**config.mk**
```make
export PLATFORM = sky130hd
export DESIGN_NAME = iir_halfband_decimator_2x
export DESIGN_NICKNAME = d
export VERILOG_FILES = /design/src/design/ihd_pkg.sv /design/src/design/iir_halfband_decimator_2x.sv /design/src/design/ihd_section_unit.sv
export VERILOG_INCLUDE_DIRS = /design/src /design/src/design
export SDC_FILE = /design/constraint.sdc
export NUM_CORES = 2
export LEC_CHECK = 0
export ABC_AREA = 0
export BUFFER_PORTS_ARGS = -buffer_cell sky130_fd_sc_hd__buf_2
export CORE_MARGIN = 1.5
export CORE_UTILIZATION = 50
export CTS_CLUSTER_DIAMETER = 150
export CTS_CLUSTER_SIZE = 25
export DETAILED_ROUTE_END_ITERATION = 8
export PLACE_DENSITY = 0.73
export SLEW_MARGIN = 30
export SYNTH_ARGS = -nofsm -noshare
export SYNTH_HDL_FRONTEND = slang
export SYNTH_SLANG_ARGS = --single-unit
```
**constraint.sdc**
```tcl
create_clock -name clk -period 11.9 [get_ports clk]
set_input_delay 0.595 -clock clk [delete_from_list [all_inputs] [get_ports clk]]
set_output_delay 0.595 -clock clk [all_outputs]
set_load 0.02 [all_outputs]
```
**src/design/iir_halfband_decimator_2x_assert.svh**
```systemverilog
// ---------------------------------------------------------------------------
// Assertion macros for the halfband decimator
// Concurrent assertion forms used by the decimator top level, clocked on clk and
// disabled while rst_n is low.
// ---------------------------------------------------------------------------
`ifndef IIR_HALFBAND_DECIMATOR_2X_ASSERT_SVH
`define IIR_HALFBAND_DECIMATOR_2X_ASSERT_SVH

// Same-cycle implication.
`define IHD_ASSERT_IMP(lbl, ante, cons) \
  lbl: assert property (@(posedge clk) disable iff (!rst_n) (ante) |-> (cons)) \
    else $error("ihd: same-cycle check failed");

// Next-cycle implication.
`define IHD_ASSERT_NXT(lbl, ante, cons) \
  lbl: assert property (@(posedge clk) disable iff (!rst_n) (ante) |=> (cons)) \
    else $error("ihd: next-cycle check failed");

`endif

```
**src/design/ihd_pkg.sv**
```systemverilog
// ---------------------------------------------------------------------------
// Halfband decimator package
// Sequencer states, the control word to the section unit and the allpass
// coefficients in Q0.18.
// ---------------------------------------------------------------------------
package ihd_pkg;

  localparam int NUM_SECT = 4;
  localparam int SECT_BITS = 2;
  localparam int STEP_BITS = 4;
  localparam logic [STEP_BITS-1:0] STEP_LAST = 4'b1111;
  // Accumulate step of section 2 on the even sample: the average is formed here.
  localparam logic [STEP_BITS-1:0] STEP_OUT = 4'b0101;

  localparam int COEF_Q_BITS = 18;
  localparam logic [NUM_SECT-1:0][COEF_Q_BITS-1:0] COEF_Q18 = {
    18'd218736, 18'd74404, 18'd142961, 18'd20937
  };

  typedef enum logic {
    ST_IDLE,
    ST_RUN
  } state_t;

  typedef struct packed {
    logic                 en;
    logic                 acc;
    logic [SECT_BITS-1:0] sec;
  } ctl_t;

endpackage

```
**src/design/iir_halfband_decimator_2x.sv**
```systemverilog
// The result enters the output register at the averaging step of the item's sequence.
// Eight allpass updates per item, each a multiply step and then a round, add and
// saturate step, run on the single shared section unit.
// A new item is taken in the last cycle of the previous one; a result still held
// at the output stalls the sequencer at the averaging step.
// Reset is synchronous, active low, and clears all filter history.
// ---------------------------------------------------------------------------
// Halfband 2:1 IIR decimator
// Two cascaded allpass branches per sample pair, averaged and saturated; one
// filtered sample out per pair of input samples.
// ---------------------------------------------------------------------------
module iir_halfband_decimator_2x #(
  parameter int SAMPLE_BITS = 24,
  parameter int COEF_BITS   = 18,
  localparam int IN_W  = ((2 * SAMPLE_BITS + 7) / 8) * 8,
  localparam int OUT_W = ((SAMPLE_BITS + 7) / 8) * 8
) (
  input  logic             clk,
  input  logic             rst_n,
  input  logic             in_tvalid,
  output logic             in_tready,
  input  logic [IN_W-1:0]  in_tdata,   // sample_even, sample_odd
  output logic             out_tvalid,
  input  logic             out_tready,
  output logic [OUT_W-1:0] out_tdata   // sample_out
);
  import ihd_pkg::*;

`include "iir_halfband_decimator_2x_assert.svh"

  state_t                        state_r, state_nxt;
  logic [STEP_BITS-1:0]          cnt_r, cnt_nxt;
  logic signed [SAMPLE_BITS-1:0] even_r;
  logic signed [SAMPLE_BITS-1:0] odd_r;
  logic signed [SAMPLE_BITS-1:0] out_sample_r;
  logic                          out_valid_r;

  logic                          in_acc;
  logic                          out_step;
  logic                          stall;
  ctl_t                          ctl;
  logic signed [SAMPLE_BITS-1:0] x_sel;
  logic signed [SAMPLE_BITS-1:0] avg;

  assign in_acc   = in_tvalid && in_tready;
  assign out_step = (state_r == ST_RUN) && (cnt_r == STEP_OUT);
  assign stall    = out_step && out_valid_r && !out_tready;

  always_comb begin
    state_nxt = state_r;
    cnt_nxt   = cnt_r;
    unique case (state_r)
      ST_IDLE: begin
        if (in_acc) begin
          state_nxt = ST_RUN;
          cnt_nxt   = '0;
        end
      end
      ST_RUN: begin
        if (cnt_r == STEP_LAST) begin
          cnt_nxt = '0;
          if (!in_acc) begin
            state_nxt = ST_IDLE;
          end
        end else if (!stall) begin
          cnt_nxt = cnt_r + STEP_BITS'(1);
        end
      end
      default: begin
        state_nxt = ST_IDLE;
      end
    endcase
  end

  always_comb begin
    in_tready = 1'b0;
    ctl.en    = 1'b0;
    unique case (state_r)
      ST_IDLE: begin
        in_tready = 1'b1;
      end
      ST_RUN: begin
        in_tready = (cnt_r == STEP_LAST);
        ctl.en    = !stall;
      end
      default: begin
        in_tready = 1'b0;
      end
    endcase
    ctl.acc = cnt_r[0];
    ctl.sec = cnt_r[2:1];
  end

  assign x_sel = cnt_r[3] ? odd_r : even_r;

  always_ff @(posedge clk) begin
    if (!rst_n) begin
      state_r     <= ST_IDLE;
      cnt_r       <= '0;
      out_valid_r <= 1'b0;
    end else begin
      state_r <= state_nxt;
      cnt_r   <= cnt_nxt;
      if (out_step && !stall) begin
        out_valid_r <= 1'b1;
      end else if (out_tready) begin
        out_valid_r <= 1'b0;
      end
    end
  end

  always_ff @(posedge clk) begin
    if (in_acc) begin
      even_r <= in_tdata[SAMPLE_BITS-1:0];
      odd_r  <= in_tdata[2*SAMPLE_BITS-1:SAMPLE_BITS];
    end
    if (out_step && !stall) begin
      out_sample_r <= avg;
    end
  end

  ihd_section_unit #(
    .SAMPLE_BITS(SAMPLE_BITS),
    .COEF_BITS  (COEF_BITS)
  ) u_sect (
    .clk    (clk),
    .rst_n  (rst_n),
    .ctl    (ctl),
    .x_in   (x_sel),
    .avg_out(avg)
  );

  assign out_tvalid = out_valid_r;
  assign out_tdata  = OUT_W'($unsigned(out_sample_r));

  `IHD_ASSERT_IMP(a_ready_only_at_end, (state_r == ST_RUN) && in_tready, cnt_r == STEP_LAST)
  `IHD_ASSERT_NXT(a_stall_holds_step, stall, (state_r == ST_RUN) && (cnt_r == STEP_OUT))
  `IHD_ASSERT_NXT(a_accept_starts, in_acc, (state_r == ST_RUN) && (cnt_r == '0))
  `IHD_ASSERT_IMP(a_out_step_even, out_step, !cnt_r[3] && cnt_r[0])

endmodule

```
**src/design/ihd_section_unit.sv**
```systemverilog
// ---------------------------------------------------------------------------
// Shared allpass section unit
// One multiplier and one round, add and saturate path, time-shared by the
// four allpass sections, with their history and the branch output registers.
// ---------------------------------------------------------------------------
module ihd_section_unit #(
  parameter int SAMPLE_BITS = 24,
  parameter int COEF_BITS   = 18
) (
  input  logic                          clk,
  input  logic                          rst_n,
  input  ihd_pkg::ctl_t                 ctl,
  input  logic signed [SAMPLE_BITS-1:0] x_in,
  output logic signed [SAMPLE_BITS-1:0] avg_out
);
  import ihd_pkg::*;

  localparam int IW = SAMPLE_BITS + 2;
  localparam int DW = IW + 1;
  localparam int PW = DW + COEF_BITS + 1;
  localparam int SW = IW + 2;
  localparam int UP = (COEF_BITS >= COEF_Q_BITS) ? COEF_BITS - COEF_Q_BITS : 0;
  localparam int DN = (COEF_BITS < COEF_Q_BITS) ? COEF_Q_BITS - COEF_BITS : 0;
  localparam logic [63:0] RND = (DN > 0) ? (64'd1 << (DN - 1)) : 64'd0;
  localparam logic signed [PW-1:0] HALF = PW'(1) <<< (COEF_BITS - 1);
  localparam logic signed [IW-1:0] INT_MAX = {1'b0, {(IW-1){1'b1}}};
  localparam logic signed [IW-1:0] INT_MIN = {1'b1, {(IW-1){1'b0}}};
  localparam logic signed [SAMPLE_BITS-1:0] OUT_MAX = {1'b0, {(SAMPLE_BITS-1){1'b1}}};
  localparam logic signed [SAMPLE_BITS-1:0] OUT_MIN = {1'b1, {(SAMPLE_BITS-1){1'b0}}};

  function automatic logic [COEF_BITS-1:0] coef_of(input logic [SECT_BITS-1:0] idx);
    logic [63:0] c;
    c = 64'(COEF_Q18[idx]);
    c = ((c << UP) + RND) >> DN;
    return c[COEF_BITS-1:0];
  endfunction

  logic signed [IW-1:0] xh1_r [NUM_SECT];
  logic signed [IW-1:0] xh2_r [NUM_SECT];
  logic signed [IW-1:0] yh1_r [NUM_SECT];
  logic signed [IW-1:0] yh2_r [NUM_SECT];
  logic signed [IW-1:0] prev_y_r;
  logic signed [IW-1:0] a_r;
  logic signed [IW-1:0] bdel_r;
  logic signed [PW-1:0] prod_r;

  logic signed [IW-1:0]        sec_in;
  logic signed [DW-1:0]        diff;
  logic signed [COEF_BITS:0]   coef_s;
  logic signed [PW-1:0]        prod_nxt;
  logic signed [PW-1:0]        rnd_full;
  logic signed [SW-1:0]        sum;
  logic signed [IW-1:0]        y_sat;
  logic signed [IW:0]          avg_sum;
  logic signed [IW-1:0]        avg_sh;

  assign sec_in = ctl.sec[0] ? prev_y_r : {{2{x_in[SAMPLE_BITS-1]}}, x_in};
  assign diff = {sec_in[IW-1], sec_in} - {yh2_r[ctl.sec][IW-1], yh2_r[ctl.sec]};
  assign coef_s = {1'b0, coef_of(ctl.sec)};
  assign prod_nxt = diff * coef_s;

  assign rnd_full = (prod_r + HALF) >>> COEF_BITS;
  assign sum = {rnd_full[DW-1], rnd_full[DW-1:0]}
             + {{2{xh2_r[ctl.sec][IW-1]}}, xh2_r[ctl.sec]};

  always_comb begin
    if ((&sum[SW-1:IW-1]) || !(|sum[SW-1:IW-1])) begin
      y_sat = sum[IW-1:0];
    end else if (sum[SW-1]) begin
      y_sat = INT_MIN;
    end else begin
      y_sat = INT_MAX;
    end
  end

  assign avg_sum = {a_r[IW-1], a_r} + {bdel_r[IW-1], bdel_r} + (IW+1)'(1);
  assign avg_sh = avg_sum[IW:1];

  always_comb begin
    if ((&avg_sh[IW-1:SAMPLE_BITS-1]) || !(|avg_sh[IW-1:SAMPLE_BITS-1])) begin
      avg_out = avg_sh[SAMPLE_BITS-1:0];
    end else if (avg_sh[IW-1]) begin
      avg_out = OUT_MIN;
    end else begin
      avg_out = OUT_MAX;
    end
  end

  always_ff @(posedge clk) begin
    if (ctl.en && !ctl.acc) begin
      prod_r <= prod_nxt;
    end
  end

  always_ff @(posedge clk) begin
    if (!rst_n) begin
      for (int i = 0; i < NUM_SECT; i++) begin
        xh1_r[i] <= '0;
        xh2_r[i] <= '0;
        yh1_r[i] <= '0;
        yh2_r[i] <= '0;
      end
      prev_y_r <= '0;
      a_r      <= '0;
      bdel_r   <= '0;
    end else if (ctl.en && ctl.acc) begin
      xh2_r[ctl.sec] <= xh1_r[ctl.sec];
      xh1_r[ctl.sec] <= sec_in;
      yh2_r[ctl.sec] <= yh1_r[ctl.sec];
      yh1_r[ctl.sec] <= y_sat;
      prev_y_r       <= y_sat;
      if (ctl.sec == SECT_BITS'(1)) begin
        a_r <= y_sat;
      end
      if (ctl.sec == SECT_BITS'(3)) begin
        bdel_r <= y_sat;
      end
    end
  end

endmodule
```
==> results by stage <==
Logic synthesis:
- The most used flip-flop cell after synthesis is sky130_fd_sc_hd__edfxtp_1.
- Each instance of the synthesized netlist takes up on average 11.2 µm².
- The netlist area before placement is 44,200 µm².
- The synthesized design contains 602 register bits.
- For this run, asynchronously set or reset flops after synthesis account for 0%.
- The synthesized netlist contains 79 unique library cells.
- The share of the yosys chip area belonging to registers is 39.0%.
- The total of warnings raised by yosys is 0.
- The synthesized design contains 516 enable-type register cells.
- The cell count after synthesis is 3,938.
- Counting every net in the synthesized netlist gives 4,652.

Clocking:
- Counting along the longest clock path gives a buffer depth of 3.
- The tree built by TritonCTS fans out to 602 sinks.
- Clock tree synthesis inserted a total of 28 buffers.
- The number of setup buffers added after CTS is 0.
- The number of gates resized after CTS was 0.
- The number of hold buffers added after CTS was 0.
- The clock network latency to the later pin of the worst-skew pair is 0.62 ns.
- TritonCTS built the clock tree.
- The depth of the CTS H-tree is 1.
- CTS placed an instance of sky130_fd_sc_hd__clkbuf_16 at the clock tree root.
- Clock-pin slew was measured on the worst setup and hold paths at 0.10 ns.

Timing:
- Setup total negative slack on the finished layout was measured at 0 ns.
- Setup repair after global routing left no endpoint under its margin.
- The setup skew after layout is 0.0343 ns.
- The final count of hold timing violations is 0.
- The count of final max-slew check failures was 0.
- The max-slew headroom at the worst pin is 33.7%.
- For the pin with the worst max-slew slack, the measured transition is 0.989 ns.
- The time the worst path needs with I/O delays and setup is 10.75 ns.
- Static timing analysis puts the maximum clock frequency at 0.0930 GHz.
- The setup-violating endpoint count in the final report is 0.
- The final critical path takes up 90.3% of the cycle.

Worst setup path:
- The startpoint identified for the worst register-to-register timing path is cnt_r[3]$_SDFFE_PN0P_.
- Together, buffers and inverters on the worst path number 6.
- Following the worst setup path forward leads to its endpoint at u_sect.prod_r[44]$_DFFE_PP_.
- The critical path starts at cnt_r[3]$_SDFFE_PN0P_.
- The setup path with the least slack is of type reg2reg.
- The cell count of the worst reg-to-reg path is 37.
- Along the worst path, the maximum fanout reaches 21.
- The cell family with the largest share of critical-path delay is adder cells.
- The critical path runs through a total of 37 cells.
- The endpoint required time on the critical path is 12.27 ns.
- The largest single stage delay on the critical path is 0.79 ns.
- STA classifies the critical path startpoint as a flop.
- The worst path arrival time is 11.12 ns.
- The worst setup path is captured at a flop.
- The largest individual stage delay along the critical path comes from the cell sky130_fd_sc_hd__fa_1.
- The endpoint of the worst register-to-register path is u_sect.prod_r[44]$_DFFE_PP_.
- The most numerous cell type found on the critical path is sky130_fd_sc_hd__a21oi_1.
- In this run the register-to-register setup slack is 1.15 ns.

Status:
- The flow ran to the end, and the final reports show no timing, DRC or antenna violations.

Floorplanning:
- The number of placement rows is 108.
- The floorplan step set the die width to 300 µm.
- The I/O pin count is 78.
- The core area is 87,200 µm².
- The vertical die dimension is 300 µm.
- The floorplan step defined a die boundary enclosing 90,100 µm².
- For this configuration, the core starts out at a cell density of 50.7%.

Finish:
- The number of filler instances in the final layout is 7,337.
- With fillers left out, the area of the finished cells amounts to 46,800 µm².
- Cells with a size suffix above 1 make up 9.18% of the layout.
- The layout net count is 4,647.
- The number of diodes added for antenna fixing is 0.
- Summing all flip-flop and latch instances after layout gives 17,200 µm².
- The combined area of the multi-input logic cells is 24,000 µm².
- The growth of design area from synthesis to finish is 5.97%.

Route:
- The detailed router finished its first iteration with 2,762 violations.
- The vias after detailed routing is 29,500.
- The first detailed-routing pass ran for 5 iterations.
- The number of remaining DRC errors is 0.
- In the final routed layout, each cell accounts on average for 22.2 µm.
- The count of antenna-violating nets left after detailed routing is 0.
- Dividing the detail-routed via count by the number of cells gives 5.77.
- The final wirelength is 113,000 µm.

Job:
- Max-cap violations in this run came to 0.

Placed design:
- Once placement finished, the instance area stood at 45,900 µm².
- The half-perimeter wire length after detailed placement is 81,700 µm.
- The final weighted congestion of routability-driven global placement is 0.918.
- Input and output buffers added on the ports amount to 77.

Min path:
- In this run the worst hold path is classified as in2reg.

Global routing:
- The number of antenna violations at the first check in global routing is 0.
- The wire length of the first global-routing pass is 177,000 µm.
- For this run the aggregate overflow at the end of global routing stands at 0.
- The via count of the first global-routing pass is 30,200.
- The overall global routing resource usage is 25.6%.
- Entering global routing, the biggest net connects 69 pins.
[how the worst min path moves through the flow]
stage / to / cells past startpoint / start / slack, ns
after floorplan: u_sect.prev_y_r[10]$_SDFFE_PN0P_ / 2 / u_sect.prev_y_r[10]$_SDFFE_PN0P_ / 0.44
after global placement: u_sect.prev_y_r[1]$_SDFFE_PN0P_ / 2 / u_sect.prev_y_r[1]$_SDFFE_PN0P_ / 0.44
after detailed placement: u_sect.prev_y_r[1]$_SDFFE_PN0P_ / 2 / u_sect.prev_y_r[1]$_SDFFE_PN0P_ / 0.45
after CTS: even_r[21]$_DFFE_PP_ / 1 / in_tdata[21] / 0.14
after global routing: even_r[19]$_DFFE_PP_ / 1 / in_tdata[19] / 0.14
final: odd_r[20]$_DFFE_PP_ / 1 / in_tdata[44] / 0.15
[final cells by class]
class	count	share of cell area (%)
clock buffers	51	1.73
clock inverters	1	0.0641
inverters	613	4.92
multi-input cells	2537	51.3
flip-flops and latches	602	36.8
well taps	1155	3.09
repair buffers	151	2.07
[metrics by stage]
| step | instances | worst slack (ns) | hold WS [ns] | util (%) |
|---|---|---|---|---|
| finish | 5110 | 1.15 | 0.155 | 53.7 |
| global route | 5110 | 0.487 | 0.140 | 53.7 |
| CTS | 5109 | 1.25 | 0.138 | 53.7 |
| detailed placement | 5057 | 1.25 | 0.448 | 52.7 |
| global placement | 5057 | 1.53 | 0.442 | 52.7 |
| floorplan | 3938 | 1.68 | 0.436 | - |
[placed cells by master (no fill, tap or decap), types with 20 or more instances in the layout]
| master | n |
|---|---|
| sky130_fd_sc_hd__mux2i_1 | 26 |
| sky130_fd_sc_hd__o21ai_0 | 114 |
| sky130_fd_sc_hd__buf_4 | 72 |
| sky130_fd_sc_hd__buf_2 | 76 |
| sky130_fd_sc_hd__xnor2_1 | 89 |
| sky130_fd_sc_hd__nor3_1 | 29 |
| sky130_fd_sc_hd__a21o_1 | 61 |
| sky130_fd_sc_hd__nand3_1 | 52 |
| sky130_fd_sc_hd__o211ai_1 | 28 |
| sky130_fd_sc_hd__and3_1 | 133 |
| sky130_fd_sc_hd__dfxtp_1 | 83 |
| sky130_fd_sc_hd__nand2_1 | 165 |
| sky130_fd_sc_hd__or2_2 | 20 |
| sky130_fd_sc_hd__clkbuf_1 | 22 |
| sky130_fd_sc_hd__xor2_1 | 42 |
| sky130_fd_sc_hd__ha_1 | 250 |
| sky130_fd_sc_hd__fa_1 | 411 |
| sky130_fd_sc_hd__nand2b_1 | 22 |
| sky130_fd_sc_hd__nor2_1 | 323 |
| sky130_fd_sc_hd__clkbuf_16 | 29 |
| sky130_fd_sc_hd__mux4_2 | 104 |
| sky130_fd_sc_hd__nor2b_1 | 41 |
| sky130_fd_sc_hd__a21oi_1 | 191 |
| sky130_fd_sc_hd__and2_1 | 246 |
| sky130_fd_sc_hd__inv_1 | 611 |
| sky130_fd_sc_hd__edfxtp_1 | 516 |
[registers in the layout, summed over array words and instances (netlist names), named ones only]
signal,flops
u_sect.xh1_r,104
u_sect.xh2_r,104
u_sect.yh1_r,104
u_sect.yh2_r,104
u_sect.prod_r,28
u_sect.a_r,26
u_sect.bdel_r,26
u_sect.prev_y_r,26
even_r,24
odd_r,24
out_tdata,24
cnt_r,4
out_tvalid,1
state_r,1
[cell usage after synthesis (13+ instances only)]
master                     count  area share (%)
sky130_fd_sc_hd__a21o_1       61             1.0
sky130_fd_sc_hd__a21oi_1     191             2.2
sky130_fd_sc_hd__a31oi_1      15            0.21
sky130_fd_sc_hd__and2_1      247             3.5
sky130_fd_sc_hd__and3_1      134             1.9
sky130_fd_sc_hd__buf_1        13            0.11
sky130_fd_sc_hd__buf_2        13            0.15
sky130_fd_sc_hd__clkbuf_1    153             1.3
sky130_fd_sc_hd__dfxtp_1      86             3.9
sky130_fd_sc_hd__edfxtp_1    516              35
sky130_fd_sc_hd__fa_1        411              19
sky130_fd_sc_hd__ha_1        251             7.1
sky130_fd_sc_hd__inv_1       612             5.2
sky130_fd_sc_hd__mux2i_1      26            0.59
sky130_fd_sc_hd__mux4_2      104             5.3
sky130_fd_sc_hd__nand2_1     171             1.5
sky130_fd_sc_hd__nand2b_1     22            0.31
sky130_fd_sc_hd__nand3_1      52            0.59
sky130_fd_sc_hd__nor2_1      325             2.8
sky130_fd_sc_hd__nor2b_1      42            0.59
sky130_fd_sc_hd__nor3_1       31            0.35
sky130_fd_sc_hd__o211ai_1     28            0.48
sky130_fd_sc_hd__o21ai_0     114             1.3
sky130_fd_sc_hd__or2_2        20            0.28
sky130_fd_sc_hd__xnor2_1      91             1.8
sky130_fd_sc_hd__xor2_1       42            0.83
[metal layers]
metal,track usage (%),share of wire [%],vias to the layer above
met4,7.91,3.2,0
met1,36.1,41,14900
met2,41.6,47,1305
met3,3.18,8.3,191
met5,0,0,-
li1,-,-,13100
[logic make-up (layout without fill, tap and decap cells)]
family,after synthesis,after routing,share of synthesized area [%]
muxes,130,130,5.89
and+or+nand+nor,1097,1097,12.6
buffers and inverters,799,816,6.91
AOI/OAI and AO/OA,515,515,7.24
adders and majority gates,662,662,25.7
DFF,602,602,39.0
xor gates and xnor gates,133,133,2.64
Power is not shown: default switching activity piles up to over one toggle a cycle in this logic, so the estimate is an artifact.
